**config.mk**
```make
export PLATFORM = sky130hd
export DESIGN_NAME = sequential_list_engine
export DESIGN_NICKNAME = d
export VERILOG_FILES = /design/src/rtl/sle_pkg.sv /design/src/rtl/sle_ctrl.sv /design/src/rtl/sle_datapath.sv /design/src/rtl/sequential_list_engine.sv
export SDC_FILE = /design/constraint.sdc
export NUM_CORES = 2
export LEC_CHECK = 0
export BUFFER_PORTS_ARGS = -buffer_cell sky130_fd_sc_hd__buf_2
export CAP_MARGIN = 15
export CORE_ASPECT_RATIO = 0.6
export CORE_MARGIN = 3
export CORE_UTILIZATION = 53
export CTS_CLUSTER_SIZE = 30
export DETAILED_ROUTE_END_ITERATION = 10
export PLACE_DENSITY_LB_ADDON = 0.12
export SLEW_MARGIN = 20
export SYNTH_ARGS = -nofsm -noshare
export SYNTH_HDL_FRONTEND = slang
export SYNTH_HIERARCHICAL = 1
export SYNTH_SLANG_ARGS = --single-unit
```
**constraint.sdc**
```tcl
create_clock -name clk -period 18.1 [get_ports clk]
set_clock_uncertainty 0.05 [all_clocks]
set_input_delay 4.525 -clock clk [delete_from_list [all_inputs] [get_ports clk]]
set_output_delay 4.525 -clock clk [all_outputs]
set_load 0.01 [all_outputs]
```
**src/rtl/sle_pkg.sv**
```systemverilog
// Shared types and codes for the sequential list engine.
`default_nettype none

package sle_pkg;

    typedef enum logic [2:0] {
        ACT_PUSH_BACK  = 3'd0,
        ACT_POP_BACK   = 3'd1,
        ACT_PUSH_FRONT = 3'd2,
        ACT_POP_FRONT  = 3'd3,
        ACT_INSERT     = 3'd4,
        ACT_ERASE      = 3'd5,
        ACT_AMEND      = 3'd6,
        ACT_FIND       = 3'd7
    } action_t;

    typedef enum logic [1:0] {
        ST_OK    = 2'd0,
        ST_FULL  = 2'd1,
        ST_EMPTY = 2'd2,
        ST_RANGE = 2'd3
    } status_t;

    typedef enum logic [2:0] {
        S_IDLE,
        S_SHUP_CHK,
        S_SHUP_WR,
        S_SHDN_CHK,
        S_SHDN_WR,
        S_FIND_CHK,
        S_FIND_CMP
    } state_t;

    typedef enum logic [1:0] {
        TGT_POS,
        TGT_CNT,
        TGT_ZERO
    } tgt_sel_t;

    typedef enum logic [2:0] {
        IDX_HOLD,
        IDX_LOAD_CNT,
        IDX_LOAD_TGT,
        IDX_DEC,
        IDX_INC
    } idx_op_t;

    typedef enum logic [1:0] {
        RD_IDX,
        RD_DEC,
        RD_INC
    } rd_sel_t;

    typedef enum logic [1:0] {
        WD_IN,
        WD_VAL,
        WD_SHIFT
    } wd_sel_t;

    typedef enum logic {
        WA_IDX,
        WA_POS
    } wa_sel_t;

    typedef struct packed {
        logic     load;
        tgt_sel_t tgt_sel;
        idx_op_t  idx_op;
        logic     mem_rd;
        rd_sel_t  rd_sel;
        logic     mem_wr;
        wd_sel_t  wd_sel;
        wa_sel_t  wa_sel;
        logic     cnt_inc;
        logic     cnt_dec;
        logic     res_load;
        status_t  res_status;
        logic     res_found;
    } sle_cmd_t;

    typedef struct packed {
        logic full;
        logic empty;
        logic pos_gt_cnt;
        logic pos_ge_cnt;
        logic idx_eq_tgt;
        logic idx_last;
        logic idx_end;
        logic match;
    } sle_stat_t;

endpackage

`default_nettype wire

```
**src/rtl/sle_ctrl.sv**
```systemverilog
// Controller state machine for the sequential list engine.
`default_nettype none

module sle_ctrl (
    input  wire logic              clk,
    input  wire logic              rst_n,
    input  wire logic              start,
    input  wire logic [2:0]        action,
    input  wire sle_pkg::sle_stat_t stat,
    output sle_pkg::sle_cmd_t      cmd,
    output logic                   busy,
    output logic                   done
);

    sle_pkg::state_t  state_reg;
    sle_pkg::state_t  state_next;
    logic             done_reg;
    sle_pkg::action_t act;

    assign act  = sle_pkg::action_t'(action);
    assign busy = (state_reg != sle_pkg::S_IDLE);
    assign done = done_reg;

    always_ff @(posedge clk or negedge rst_n)
    begin
        if (!rst_n)
        begin
            state_reg <= sle_pkg::S_IDLE;
            done_reg  <= 1'b0;
        end
        else
        begin
            state_reg <= state_next;
            done_reg  <= cmd.res_load;
        end
    end

    always_comb
    begin
        state_next = state_reg;
        unique case (state_reg)
            sle_pkg::S_IDLE:
            begin
                if (start)
                begin
                    unique case (act)
                        sle_pkg::ACT_PUSH_BACK, sle_pkg::ACT_PUSH_FRONT:
                        begin
                            if (!stat.full)
                                state_next = sle_pkg::S_SHUP_CHK;
                        end
                        sle_pkg::ACT_INSERT:
                        begin
                            if (!stat.full && !stat.pos_gt_cnt)
                                state_next = sle_pkg::S_SHUP_CHK;
                        end
                        sle_pkg::ACT_POP_FRONT:
                        begin
                            if (!stat.empty)
                                state_next = sle_pkg::S_SHDN_CHK;
                        end
                        sle_pkg::ACT_ERASE:
                        begin
                            if (!stat.empty && !stat.pos_ge_cnt)
                                state_next = sle_pkg::S_SHDN_CHK;
                        end
                        sle_pkg::ACT_FIND:
                            state_next = sle_pkg::S_FIND_CHK;
                        sle_pkg::ACT_POP_BACK, sle_pkg::ACT_AMEND:
                            state_next = sle_pkg::S_IDLE;
                    endcase
                end
            end
            sle_pkg::S_SHUP_CHK:
                state_next = stat.idx_eq_tgt ? sle_pkg::S_IDLE : sle_pkg::S_SHUP_WR;
            sle_pkg::S_SHUP_WR:
                state_next = sle_pkg::S_SHUP_CHK;
            sle_pkg::S_SHDN_CHK:
                state_next = stat.idx_last ? sle_pkg::S_IDLE : sle_pkg::S_SHDN_WR;
            sle_pkg::S_SHDN_WR:
                state_next = sle_pkg::S_SHDN_CHK;
            sle_pkg::S_FIND_CHK:
                state_next = stat.idx_end ? sle_pkg::S_IDLE : sle_pkg::S_FIND_CMP;
            sle_pkg::S_FIND_CMP:
                state_next = stat.match ? sle_pkg::S_IDLE : sle_pkg::S_FIND_CHK;
            default:
                state_next = sle_pkg::S_IDLE;
        endcase
    end

    always_comb
    begin
        cmd            = '0;
        cmd.tgt_sel    = sle_pkg::TGT_POS;
        cmd.idx_op     = sle_pkg::IDX_HOLD;
        cmd.rd_sel     = sle_pkg::RD_IDX;
        cmd.wd_sel     = sle_pkg::WD_IN;
        cmd.wa_sel     = sle_pkg::WA_IDX;
        cmd.res_status = sle_pkg::ST_OK;
        unique case (state_reg)
            sle_pkg::S_IDLE:
            begin
                if (start)
                begin
                    cmd.load = 1'b1;
                    unique case (act)
                        sle_pkg::ACT_PUSH_BACK, sle_pkg::ACT_PUSH_FRONT:
                        begin
                            cmd.tgt_sel = (act == sle_pkg::ACT_PUSH_BACK) ?
                                          sle_pkg::TGT_CNT : sle_pkg::TGT_ZERO;
                            cmd.idx_op  = sle_pkg::IDX_LOAD_CNT;
                            if (stat.full)
                            begin
                                cmd.res_load   = 1'b1;
                                cmd.res_status = sle_pkg::ST_FULL;
                            end
                        end
                        sle_pkg::ACT_INSERT:
                        begin
                            cmd.tgt_sel = sle_pkg::TGT_POS;
                            cmd.idx_op  = sle_pkg::IDX_LOAD_CNT;
                            if (stat.full)
                            begin
                                cmd.res_load   = 1'b1;
                                cmd.res_status = sle_pkg::ST_FULL;
                            end
                            else if (stat.pos_gt_cnt)
                            begin
                                cmd.res_load   = 1'b1;
                                cmd.res_status = sle_pkg::ST_RANGE;
                            end
                        end
                        sle_pkg::ACT_POP_BACK:
                        begin
                            cmd.res_load = 1'b1;
                            if (stat.empty)
                                cmd.res_status = sle_pkg::ST_EMPTY;
                            else
                                cmd.cnt_dec = 1'b1;
                        end
                        sle_pkg::ACT_POP_FRONT:
                        begin
                            cmd.tgt_sel = sle_pkg::TGT_ZERO;
                            cmd.idx_op  = sle_pkg::IDX_LOAD_TGT;
                            if (stat.empty)
                            begin
                                cmd.res_load   = 1'b1;
                                cmd.res_status = sle_pkg::ST_EMPTY;
                            end
                        end
                        sle_pkg::ACT_ERASE:
                        begin
                            cmd.tgt_sel = sle_pkg::TGT_POS;
                            cmd.idx_op  = sle_pkg::IDX_LOAD_TGT;
                            if (stat.empty)
                            begin
                                cmd.res_load   = 1'b1;
                                cmd.res_status = sle_pkg::ST_EMPTY;
                            end
                            else if (stat.pos_ge_cnt)
                            begin
                                cmd.res_load   = 1'b1;
                                cmd.res_status = sle_pkg::ST_RANGE;
                            end
                        end
                        sle_pkg::ACT_AMEND:
                        begin
                            cmd.res_load = 1'b1;
                            if (stat.empty)
                                cmd.res_status = sle_pkg::ST_EMPTY;
                            else if (stat.pos_ge_cnt)
                                cmd.res_status = sle_pkg::ST_RANGE;
                            else
                            begin
                                cmd.mem_wr = 1'b1;
                                cmd.wd_sel = sle_pkg::WD_IN;
                                cmd.wa_sel = sle_pkg::WA_POS;
                            end
                        end
                        sle_pkg::ACT_FIND:
                        begin
                            cmd.tgt_sel = sle_pkg::TGT_ZERO;
                            cmd.idx_op  = sle_pkg::IDX_LOAD_TGT;
                        end
                    endcase
                end
            end
            sle_pkg::S_SHUP_CHK:
            begin
                if (stat.idx_eq_tgt)
                begin
                    cmd.mem_wr   = 1'b1;
                    cmd.wd_sel   = sle_pkg::WD_VAL;
                    cmd.wa_sel   = sle_pkg::WA_IDX;
                    cmd.cnt_inc  = 1'b1;
                    cmd.res_load = 1'b1;
                end
                else
                begin
                    cmd.mem_rd = 1'b1;
                    cmd.rd_sel = sle_pkg::RD_DEC;
                end
            end
            sle_pkg::S_SHUP_WR:
            begin
                cmd.mem_wr = 1'b1;
                cmd.wd_sel = sle_pkg::WD_SHIFT;
                cmd.wa_sel = sle_pkg::WA_IDX;
                cmd.idx_op = sle_pkg::IDX_DEC;
            end
            sle_pkg::S_SHDN_CHK:
            begin
                if (stat.idx_last)
                begin
                    cmd.cnt_dec  = 1'b1;
                    cmd.res_load = 1'b1;
                end
                else
                begin
                    cmd.mem_rd = 1'b1;
                    cmd.rd_sel = sle_pkg::RD_INC;
                end
            end
            sle_pkg::S_SHDN_WR:
            begin
                cmd.mem_wr = 1'b1;
                cmd.wd_sel = sle_pkg::WD_SHIFT;
                cmd.wa_sel = sle_pkg::WA_IDX;
                cmd.idx_op = sle_pkg::IDX_INC;
            end
            sle_pkg::S_FIND_CHK:
            begin
                if (stat.idx_end)
                    cmd.res_load = 1'b1;
                else
                begin
                    cmd.mem_rd = 1'b1;
                    cmd.rd_sel = sle_pkg::RD_IDX;
                end
            end
            sle_pkg::S_FIND_CMP:
            begin
                if (stat.match)
                begin
                    cmd.res_load  = 1'b1;
                    cmd.res_found = 1'b1;
                end
                else
                    cmd.idx_op = sle_pkg::IDX_INC;
            end
            default:
            begin
                cmd.load = 1'b0;
            end
        endcase
    end

endmodule

`default_nettype wire

```
**src/rtl/sle_datapath.sv**
```systemverilog
// Datapath of the sequential list engine: entry memory, count, index and result registers.
`default_nettype none

module sle_datapath #(
    parameter int CAPACITY = 64
) (
    input  wire logic               clk,
    input  wire logic               rst_n,
    input  wire sle_pkg::sle_cmd_t  cmd,
    input  wire logic [6:0]         position,
    input  wire logic signed [31:0] value,
    output sle_pkg::sle_stat_t      stat,
    output logic [1:0]              status,
    output logic                    found,
    output logic [5:0]              found_index,
    output logic [6:0]              count
);

    localparam int CW = $clog2(CAPACITY + 1);
    localparam int AW = $clog2(CAPACITY);
    localparam int PW = (CW > 7) ? CW : 7;

    logic signed [31:0] mem [CAPACITY];

    logic [CW-1:0]      cnt_reg;
    logic [CW-1:0]      cnt_next;
    logic [CW-1:0]      idx_reg;
    logic [CW-1:0]      idx_next;
    logic [CW-1:0]      tgt_reg;
    logic [CW-1:0]      sel_pos;
    logic signed [31:0] val_reg;
    logic signed [31:0] rd_data_reg;
    logic [1:0]         status_reg;
    logic               found_reg;
    logic [5:0]         fidx_reg;

    logic [AW-1:0]      rd_addr;
    logic [AW-1:0]      wr_addr;
    logic signed [31:0] wr_data;
    logic [CW:0]        idx_plus;

    always_comb
    begin
        unique case (cmd.tgt_sel)
            sle_pkg::TGT_POS:  sel_pos = CW'(position);
            sle_pkg::TGT_CNT:  sel_pos = cnt_reg;
            sle_pkg::TGT_ZERO: sel_pos = '0;
            default:           sel_pos = '0;
        endcase
    end

    always_comb
    begin
        unique case (cmd.idx_op)
            sle_pkg::IDX_HOLD:     idx_next = idx_reg;
            sle_pkg::IDX_LOAD_CNT: idx_next = cnt_reg;
            sle_pkg::IDX_LOAD_TGT: idx_next = sel_pos;
            sle_pkg::IDX_DEC:      idx_next = idx_reg - 1'b1;
            sle_pkg::IDX_INC:      idx_next = idx_reg + 1'b1;
            default:               idx_next = idx_reg;
        endcase
    end

    always_comb
    begin
        priority if (cmd.cnt_inc)
            cnt_next = cnt_reg + 1'b1;
        else if (cmd.cnt_dec)
            cnt_next = cnt_reg - 1'b1;
        else
            cnt_next = cnt_reg;
    end

    always_comb
    begin
        unique case (cmd.rd_sel)
            sle_pkg::RD_IDX: rd_addr = idx_reg[AW-1:0];
            sle_pkg::RD_DEC: rd_addr = AW'(idx_reg - 1'b1);
            sle_pkg::RD_INC: rd_addr = AW'(idx_reg + 1'b1);
            default:         rd_addr = idx_reg[AW-1:0];
        endcase
    end

    always_comb
    begin
        unique case (cmd.wd_sel)
            sle_pkg::WD_IN:    wr_data = value;
            sle_pkg::WD_VAL:   wr_data = val_reg;
            sle_pkg::WD_SHIFT: wr_data = rd_data_reg;
            default:           wr_data = value;
        endcase
    end

    assign wr_addr  = (cmd.wa_sel == sle_pkg::WA_POS) ? AW'(position) : idx_reg[AW-1:0];
    assign idx_plus = {1'b0, idx_reg} + 1'b1;

    assign stat.full       = (cnt_reg == CW'(CAPACITY));
    assign stat.empty      = (cnt_reg == '0);
    assign stat.pos_gt_cnt = (PW'(position) > PW'(cnt_reg));
    assign stat.pos_ge_cnt = (PW'(position) >= PW'(cnt_reg));
    assign stat.idx_eq_tgt = (idx_reg == tgt_reg);
    assign stat.idx_last   = (idx_plus >= {1'b0, cnt_reg});
    assign stat.idx_end    = (idx_reg == cnt_reg);
    assign stat.match      = (rd_data_reg == val_reg);

    always_ff @(posedge clk or negedge rst_n)
    begin
        if (!rst_n)
            cnt_reg <= '0;
        else
            cnt_reg <= cnt_next;
    end

    always_ff @(posedge clk)
    begin
        idx_reg <= idx_next;
        if (cmd.load)
        begin
            tgt_reg <= sel_pos;
            val_reg <= value;
        end
        if (cmd.res_load)
        begin
            status_reg <= cmd.res_status;
            found_reg  <= cmd.res_found;
            fidx_reg   <= cmd.res_found ? 6'(idx_reg) : 6'd0;
        end
    end

    always_ff @(posedge clk)
    begin
        if (cmd.mem_wr)
            mem[wr_addr] <= wr_data;
        if (cmd.mem_rd)
            rd_data_reg <= mem[rd_addr];
    end

    assign status      = status_reg;
    assign found       = found_reg;
    assign found_index = fidx_reg;
    assign count       = 7'(cnt_reg);

    a_cnt_bound: assert property (@(posedge clk) disable iff (!rst_n)
        cnt_reg <= CW'(CAPACITY))
        else $error("entry count above capacity");

    a_cnt_step: assert property (@(posedge clk) disable iff (!rst_n)
        (cnt_reg == $past(cnt_reg)) || (cnt_reg == CW'($past(cnt_reg) + 1'b1)) ||
        (cnt_reg == CW'($past(cnt_reg) - 1'b1)))
        else $error("entry count moved by more than one");

    a_wr_in_list: assert property (@(posedge clk) disable iff (!rst_n)
        cmd.mem_wr |-> (PW'(wr_addr) <= PW'(cnt_reg)))
        else $error("write beyond end of list");

    a_inc_dec_excl: assert property (@(posedge clk) disable iff (!rst_n)
        !(cmd.cnt_inc && cmd.cnt_dec))
        else $error("count increment and decrement together");

endmodule

`default_nettype wire

```
**src/rtl/sequential_list_engine.sv**
```systemverilog
// Top level of the sequential list engine: controller and datapath.
`default_nettype none

// A transaction is taken at a clock edge with start high and busy low; its result shows
// on status, found, found_index and count for exactly one cycle with done high, and the
// receiver cannot stall it. The entries live in a memory that no state both reads and
// writes, so every entry that moves is read in a check state and written in the write
// state that follows. Pop back, amend and every refused operation give done in the cycle
// after the start and keep busy low. Push back, push front and insert move the entries
// from the target on up one place, then write the value; erase and pop front move the
// entries after the target down one place; find scans from index 0 to a match or the end.
module sequential_list_engine #(
    parameter int CAPACITY = 64
) (
    input  wire logic               clk,
    input  wire logic               rst_n,
    input  wire logic               start,
    input  wire logic [2:0]         action,
    input  wire logic [6:0]         position,
    input  wire logic signed [31:0] value,
    output logic                    busy,
    output logic                    done,
    output logic [1:0]              status,
    output logic                    found,
    output logic [5:0]              found_index,
    output logic [6:0]              count
);

    sle_pkg::sle_cmd_t  cmd;
    sle_pkg::sle_stat_t stat;

    sle_ctrl u_ctrl (
        .clk    (clk),
        .rst_n  (rst_n),
        .start  (start),
        .action (action),
        .stat   (stat),
        .cmd    (cmd),
        .busy   (busy),
        .done   (done)
    );

    sle_datapath #(
        .CAPACITY (CAPACITY)
    ) u_datapath (
        .clk         (clk),
        .rst_n       (rst_n),
        .cmd         (cmd),
        .position    (position),
        .value       (value),
        .stat        (stat),
        .status      (status),
        .found       (found),
        .found_index (found_index),
        .count       (count)
    );

endmodule

`default_nettype wire

```
## Word level (Yosys, flattened, before mapping)

Memory sizes are Yosys's and may differ from the RTL's. A register that Yosys moved wholly into a read port is not among the register bits.
Cells that the tools add are included.

- Add/subtract/negate cells: 5
- $mul: 0
- Divide/modulo/power cells: 0
- $lt $le $gt $ge: 3
- Equality and inequality tests: 31
- Shifts and indexed selects: 0
- Muxes and demuxes: 58
- Bitwise gates (word level): 0
- Reduce and logical (&&, ||, !) cells: 19

Operators by type and width:

| kind | count |
|---|---|
| $pmux W32 S2 | 1 |
| $mux W3 | 18 |
| $pmux W3 S6 | 2 |
| $eq A32 B32 Y1 | 1 |
| $pmux W7 S4 | 1 |
| $eq A3 B3 Y1 const B | 8 |
| $pmux W3 S7 | 1 |
| $mux W4 | 5 |
| $pmux W5 S4 | 1 |
| $eq A3 B2 Y1 const B | 6 |
| $add A7 B1 Y7 const B | 2 |
| $eq A7 B7 Y1 | 2 |
| $mux W2 | 7 |
| $mux W7 | 2 |
| $pmux W7 S2 | 1 |
| $sub A7 B1 Y7 const B | 2 |
| $mux W6 | 2 |
| $pmux W3 S4 | 1 |
| $pmux W4 S3 | 1 |
| $pmux W6 S2 | 1 |
| $mux W1 | 10 |
| $eq A3 B1 Y1 const B | 3 |
| $pmux W3 S3 | 1 |
| $add A7 B1 Y8 const B | 1 |
| other kinds (23) | 36 |

- Flip-flop bits (word level): 66
- Latch bits: 0
- Memory bits (writable): 2048
- Bits in read-only memories: 0
- Input bits: 45
- Memories kept: 1

Memory list:

| memory | depth | width | rd ports | clocked after Yosys merged registers in | write ports | line | text |
|---|---|---|---|---|---|---|---|
| u_datapath.mem | 64 | 32 | 1 | 1 | 1 | sle_datapath.sv:23 | `logic signed [31:0] mem [CAPACITY];` |

## Logic depth before layout (Yosys ltp)

- Depth after elaboration: 8
- Gate-level depth with buffers: 29
- Gate-level depth less buffers: 22

## By module

Netlist, hierarchy kept.

Modules (own cells, without submodules):

| module | instances | cells each | area an instance (um^2) | sequential area each (um^2) |
|---|---|---|---|---|
| sle_datapath | 1 | 6344 | 86551.8 | 64286.7 |
| sle_ctrl | 1 | 98 | 655.6 | 100.1 |

## Least setup slack after synthesis

Ideal clock, no wire load.

- Kind: in2reg
- Start: input port position[4]
- End: memory u_datapath.mem[0][0], enable pin
- Setup time: 421 ps
- Data arrival time: 8158 ps
- Required time: 17629 ps
- Path slack: 9470 ps
- Stages: 14
- Path through: ha_1 > a21oi_1 > nor2b_1 > o21ai_0 > o21ai_0 > nor2_1 > o21ai_0 > nor2_1 > and3_1 > clkbuf_1 > clkbuf_1 > mux2i_1 > nand2_1 > nor2_1

RTL lines:

| item | line | text |
|---|---|---|
| start: declaration | sequential_list_engine.sv:19 | `input wire logic [6:0] position,` |
| end: declaration | sle_datapath.sv:23 |  |

==> impl_metrics.csv <==
group,metric,value,unit
yosys,ys_seq_area_share,73.8,%
setup_path,worstSetupStartpointType,"flip-flop",
clock_tree,htreeDepth,4,
clock_tree,cts_hold_buffers,0,
setup_path,critPathArrivalTime,9120,ps
sta,max_slew_margin,28.3,%
global_route,grt_pass1_wl,357000,um
floorplanning,die_height,320,um
yosys,syn_area,0.0872,mm^2
detailed_routing,num_vias,54600,
sta,fmax,117,MHz
clock_tree,cts_setup_buffers,0,
sta,setup_tns,0,ps
clock_tree,cts-root-buf,"clkbuf_16",
placed_design,gp_congestion,0.890,
clock_tree,cts_resized,0,
floorplanning,die_w,530,um
floorplanning,die-area,0.170,mm^2
sta,fin_crit_sh,47.4,%
yosys,synth_flop_cell,"edfxtp_1",
worst_hold_path,hp-class,"flip-flop to flip-flop",
setup_path,cp-end-kind,"flip-flop",
yosys,ys_ff_latch,2146,
setup_path,worst-setup-path-type,"flip-flop to flip-flop",
clock_tree,cts_num_sinks,2146,
cells_and_area,largest_reg_flops,2048,
floorplanning,core.rowCount,114,
sta,hold_violations,0,
global_route,grt_pass1_vias,50400,
detailed_routing,drtIter0Drc,8129,
setup_path,timing.reg2reg.setup_slack,9520,ps
floorplanning,start_util,53.8,%
yosys,yosys_warnings,6,
cells_and_area,layout.nets,6502,
sta,slew_violations,0,
placed_design,hpwl,138000,um
setup_path,crit_required,18640,ps
power,p_leak,32.7,nW
setup_path,slowest_stage,"buf_4",
sta,holdWs,645,ps
global_route,gr-usage-all-layers,28.6,%
detailed_routing,first_pass_iters,6,
status,status,"finished, final reports clean",
power,ir_drop,0.000241,V
placed_design,port_buffers,62,
clock_tree,cts_inserted_buffers,195,
sta,fin_crit,8580,ps
detailed_routing,viasPerCell,6.27,
yosys,syn_inst,6442,
floorplanning,pin_count,63,
setup_path,slowest_delay,780,ps
clock_tree,clockBufferDepth,4,
global_route,grt_max_degree,162,
detailed_routing,wl_per_cell,28.1,um
floorplanning,core_area,0.162,mm^2
setup_path,crit_chain,"inv_1 -> ha_1 -> ha_1 -> a21o_1 -> a21o_1 -> a21o_1 -> a21oi_1 -> nor2b_1 -> o21ai_0 -> nand2_1 -> inv_1 -> and3_1 -> ha_1 -> inv_1 -> o2111ai_1 -> and2_4 -> buf_4 -> buf_4 -> buf_4 -> nand3_1 -> and3_1 -> a311oi_1 -> a31oi_1 -> a221o_1",
clock_tree,cts_tree,"yes",
yosys,syn_nets,6513,
clock_tree,clk_pin_slew,70,ps
cells_and_area,stdcell_count,8720,
yosys,syn_avg_cell_area,13.5,um^2
flow_run,drv_cap,0,
sta,setup-violations-final,0,
detailed_routing,route.detailed.drc,0,
global_route,gr-total-overflow,0,
setup_path,crit_fanout,70,
placed_design,place_inst,8372,
yosys,synth_edf_count,2135,
yosys,async_reset_ff_share,0.513,%
sta,rsz0062_at_grt,"false",
detailed_routing,wl,245000,um
cells_and_area,n_antenna_cell,0,
cells_and_area,drive_gt1_share,10.9,%
detailed_routing,drtAntennaViolNets,0,
sta,worst_pin_slew,1070,ps
cells_and_area,area_growth,10.8,%
clock_tree,clk-insertion-delay-late,840,ps
yosys,synth.distinct_cells,80,
global_route,antenna_found_initial,5,
power,powerDensity,201,mW/mm^2
==> layer usage <==
layer	wire [um]	part of all wire [%]	GRT usage (%)
met1	109000	44	47.0
met5	7	0.0029	0
met2	105000	43	40.2
met3	26700	11	4.83
met4	4930	2.0	5.82
==> through the flow <==
stage	power, mW	cell area, um^2	util, %	setup WS (ps)
6_report	19.4	96600	59.6	9520
5_1_grt	20.4	96600	59.6	9090
4_1_cts	19.4	96400	59.4	9500
3_5_place_dp	15.5	90500	55.8	8610
3_3_place_gp	15.4	90400	55.8	8650
2_1_floorplan	12.2	87200	-	9470
==> area by class of cell <==
type / instances / area (um^2)
Fill cell: 12400 / 65600
Sequential cell: 2146 / 64400
Multi-Input combinational cell: 3835 / 21700
Clock buffer: 245 / 5190
Tap cell: 2146 / 2690
Timing Repair Buffer: 225 / 1800
Clock inverter: 95 / 716
Inverter: 28 / 105
==> cells in the mapped netlist (5+ instances only) <==
master	count	area (um^2)
inv_1	27	101
a21o_1	10	75.1
o31a_1	6	52.6
o21ai_1	17	85.1
edfxtp_1	2135	64100
o21bai_1	5	37.5
o211ai_1	5	37.5
buf_2	152	761
clkbuf_1	189	709
ha_1	25	313
nand2b_1	10	62.6
xnor2_1	15	131
nor3_1	8	40.0
a311oi_1	87	762
buf_4	11	82.6
mux2_2	5	56.3
nand4_1	11	68.8
xor2_1	48	420
nand2_1	1760	6610
mux2i_1	39	390
and2_1	10	62.6
or3_1	7	43.8
and3_1	108	676
nor4_1	13	81.3
buf_1	67	251
o21ai_0	71	355
buf_6	14	158
o2111a_1	8	90.1
a22o_1	22	193
a21oi_1	46	230
dfrtp_1	11	275
o21a_1	6	45.0
nor2_1	116	435
a221o_1	21	210
nor2b_1	6	37.5
a22oi_1	37	278
nand3_1	1031	5160
a31oi_1	108	676
mux4_2	108	2430
o2111ai_1	6	52.6
==> worst paths after layout <==
check                                                 from                              endpoint  cells past startpoint
hold reg to reg            u_datapath/count[6]$_DFFE_PN0P_       u_datapath/count[6]$_DFFE_PN0P_                      1
hold / removal             u_datapath/count[6]$_DFFE_PN0P_       u_datapath/count[6]$_DFFE_PN0P_                      1
max in group asynchronous                            rst_n       u_ctrl/state_reg[1]$_DFFE_PN0P_                      1
min in group asynchronous                            rst_n       u_datapath/count[6]$_DFFE_PN0P_                      1
setup reg to reg           u_datapath/idx_reg[1]$_DFFE_PP_  u_datapath/rd_data_reg[16]$_DFFE_PP_                     24
setup / recovery           u_datapath/idx_reg[1]$_DFFE_PP_  u_datapath/rd_data_reg[16]$_DFFE_PP_                     24
==> critical path, delay by kind of cell, from the launching register on <==
| family | cells | cell delay (ps) |
|---|---|---|
| compound gates | 9 | 1980 |
| fa+ha+maj | 3 | 1340 |
| flops | 1 | 720 |
| buf+inv | 6 | 2630 |
| simple gates | 6 | 1390 |
==> cells by family (layout without fill, tap and decap cells) <==
kind of cell,count (synthesis),in the layout,synth area share (%)
and+or+nand+nor,3103,3103,15.5
AOI/OAI and AO/OA,491,491,4.02
adders and majority gates,26,26,0.382
buffers and inverters,461,593,2.37
DFF,2146,2146,73.8
xor gates and xnor gates,63,63,0.633
muxes,152,152,3.30
==> cell usage in the layout (no fill, tap or decap), types with 7 or more instances in the layout <==
master / n
edfxtp_1: 2135
nand2_1: 1759
nand3_1: 1031
clkbuf_16: 199
buf_4: 144
and3_1: 108
a31oi_1: 108
mux4_2: 108
a311oi_1: 87
nor2_4: 67
buf_2: 62
nor2_1: 50
xor2_1: 48
a21oi_1: 46
clkbuf_1: 42
clkinv_1: 41
mux2i_1: 39
o21ai_0: 38
clkinv_2: 37
a22oi_1: 37
o21ai_4: 34
inv_1: 27
ha_1: 24
a22o_1: 22
a221o_1: 21
o21ai_1: 16
xnor2_1: 15
buf_12: 15
nor4_1: 12
nand4_1: 11
dfrtp_1: 11
bufinv_16: 10
nand2b_1: 10
and2_1: 9
a21o_1: 9
nor3_1: 8
o2111a_1: 8
or3_1: 7
==> power breakdown <==
group	switching (mW)	internal (mW)	leakage [nW]
clock network	1.78	2.17	2.90
registers	0.138	6.03	19.4
logic	6.63	2.65	10.3
total	8.55	10.8	32.7
Note: power is estimated with default switching activity, not from simulation.
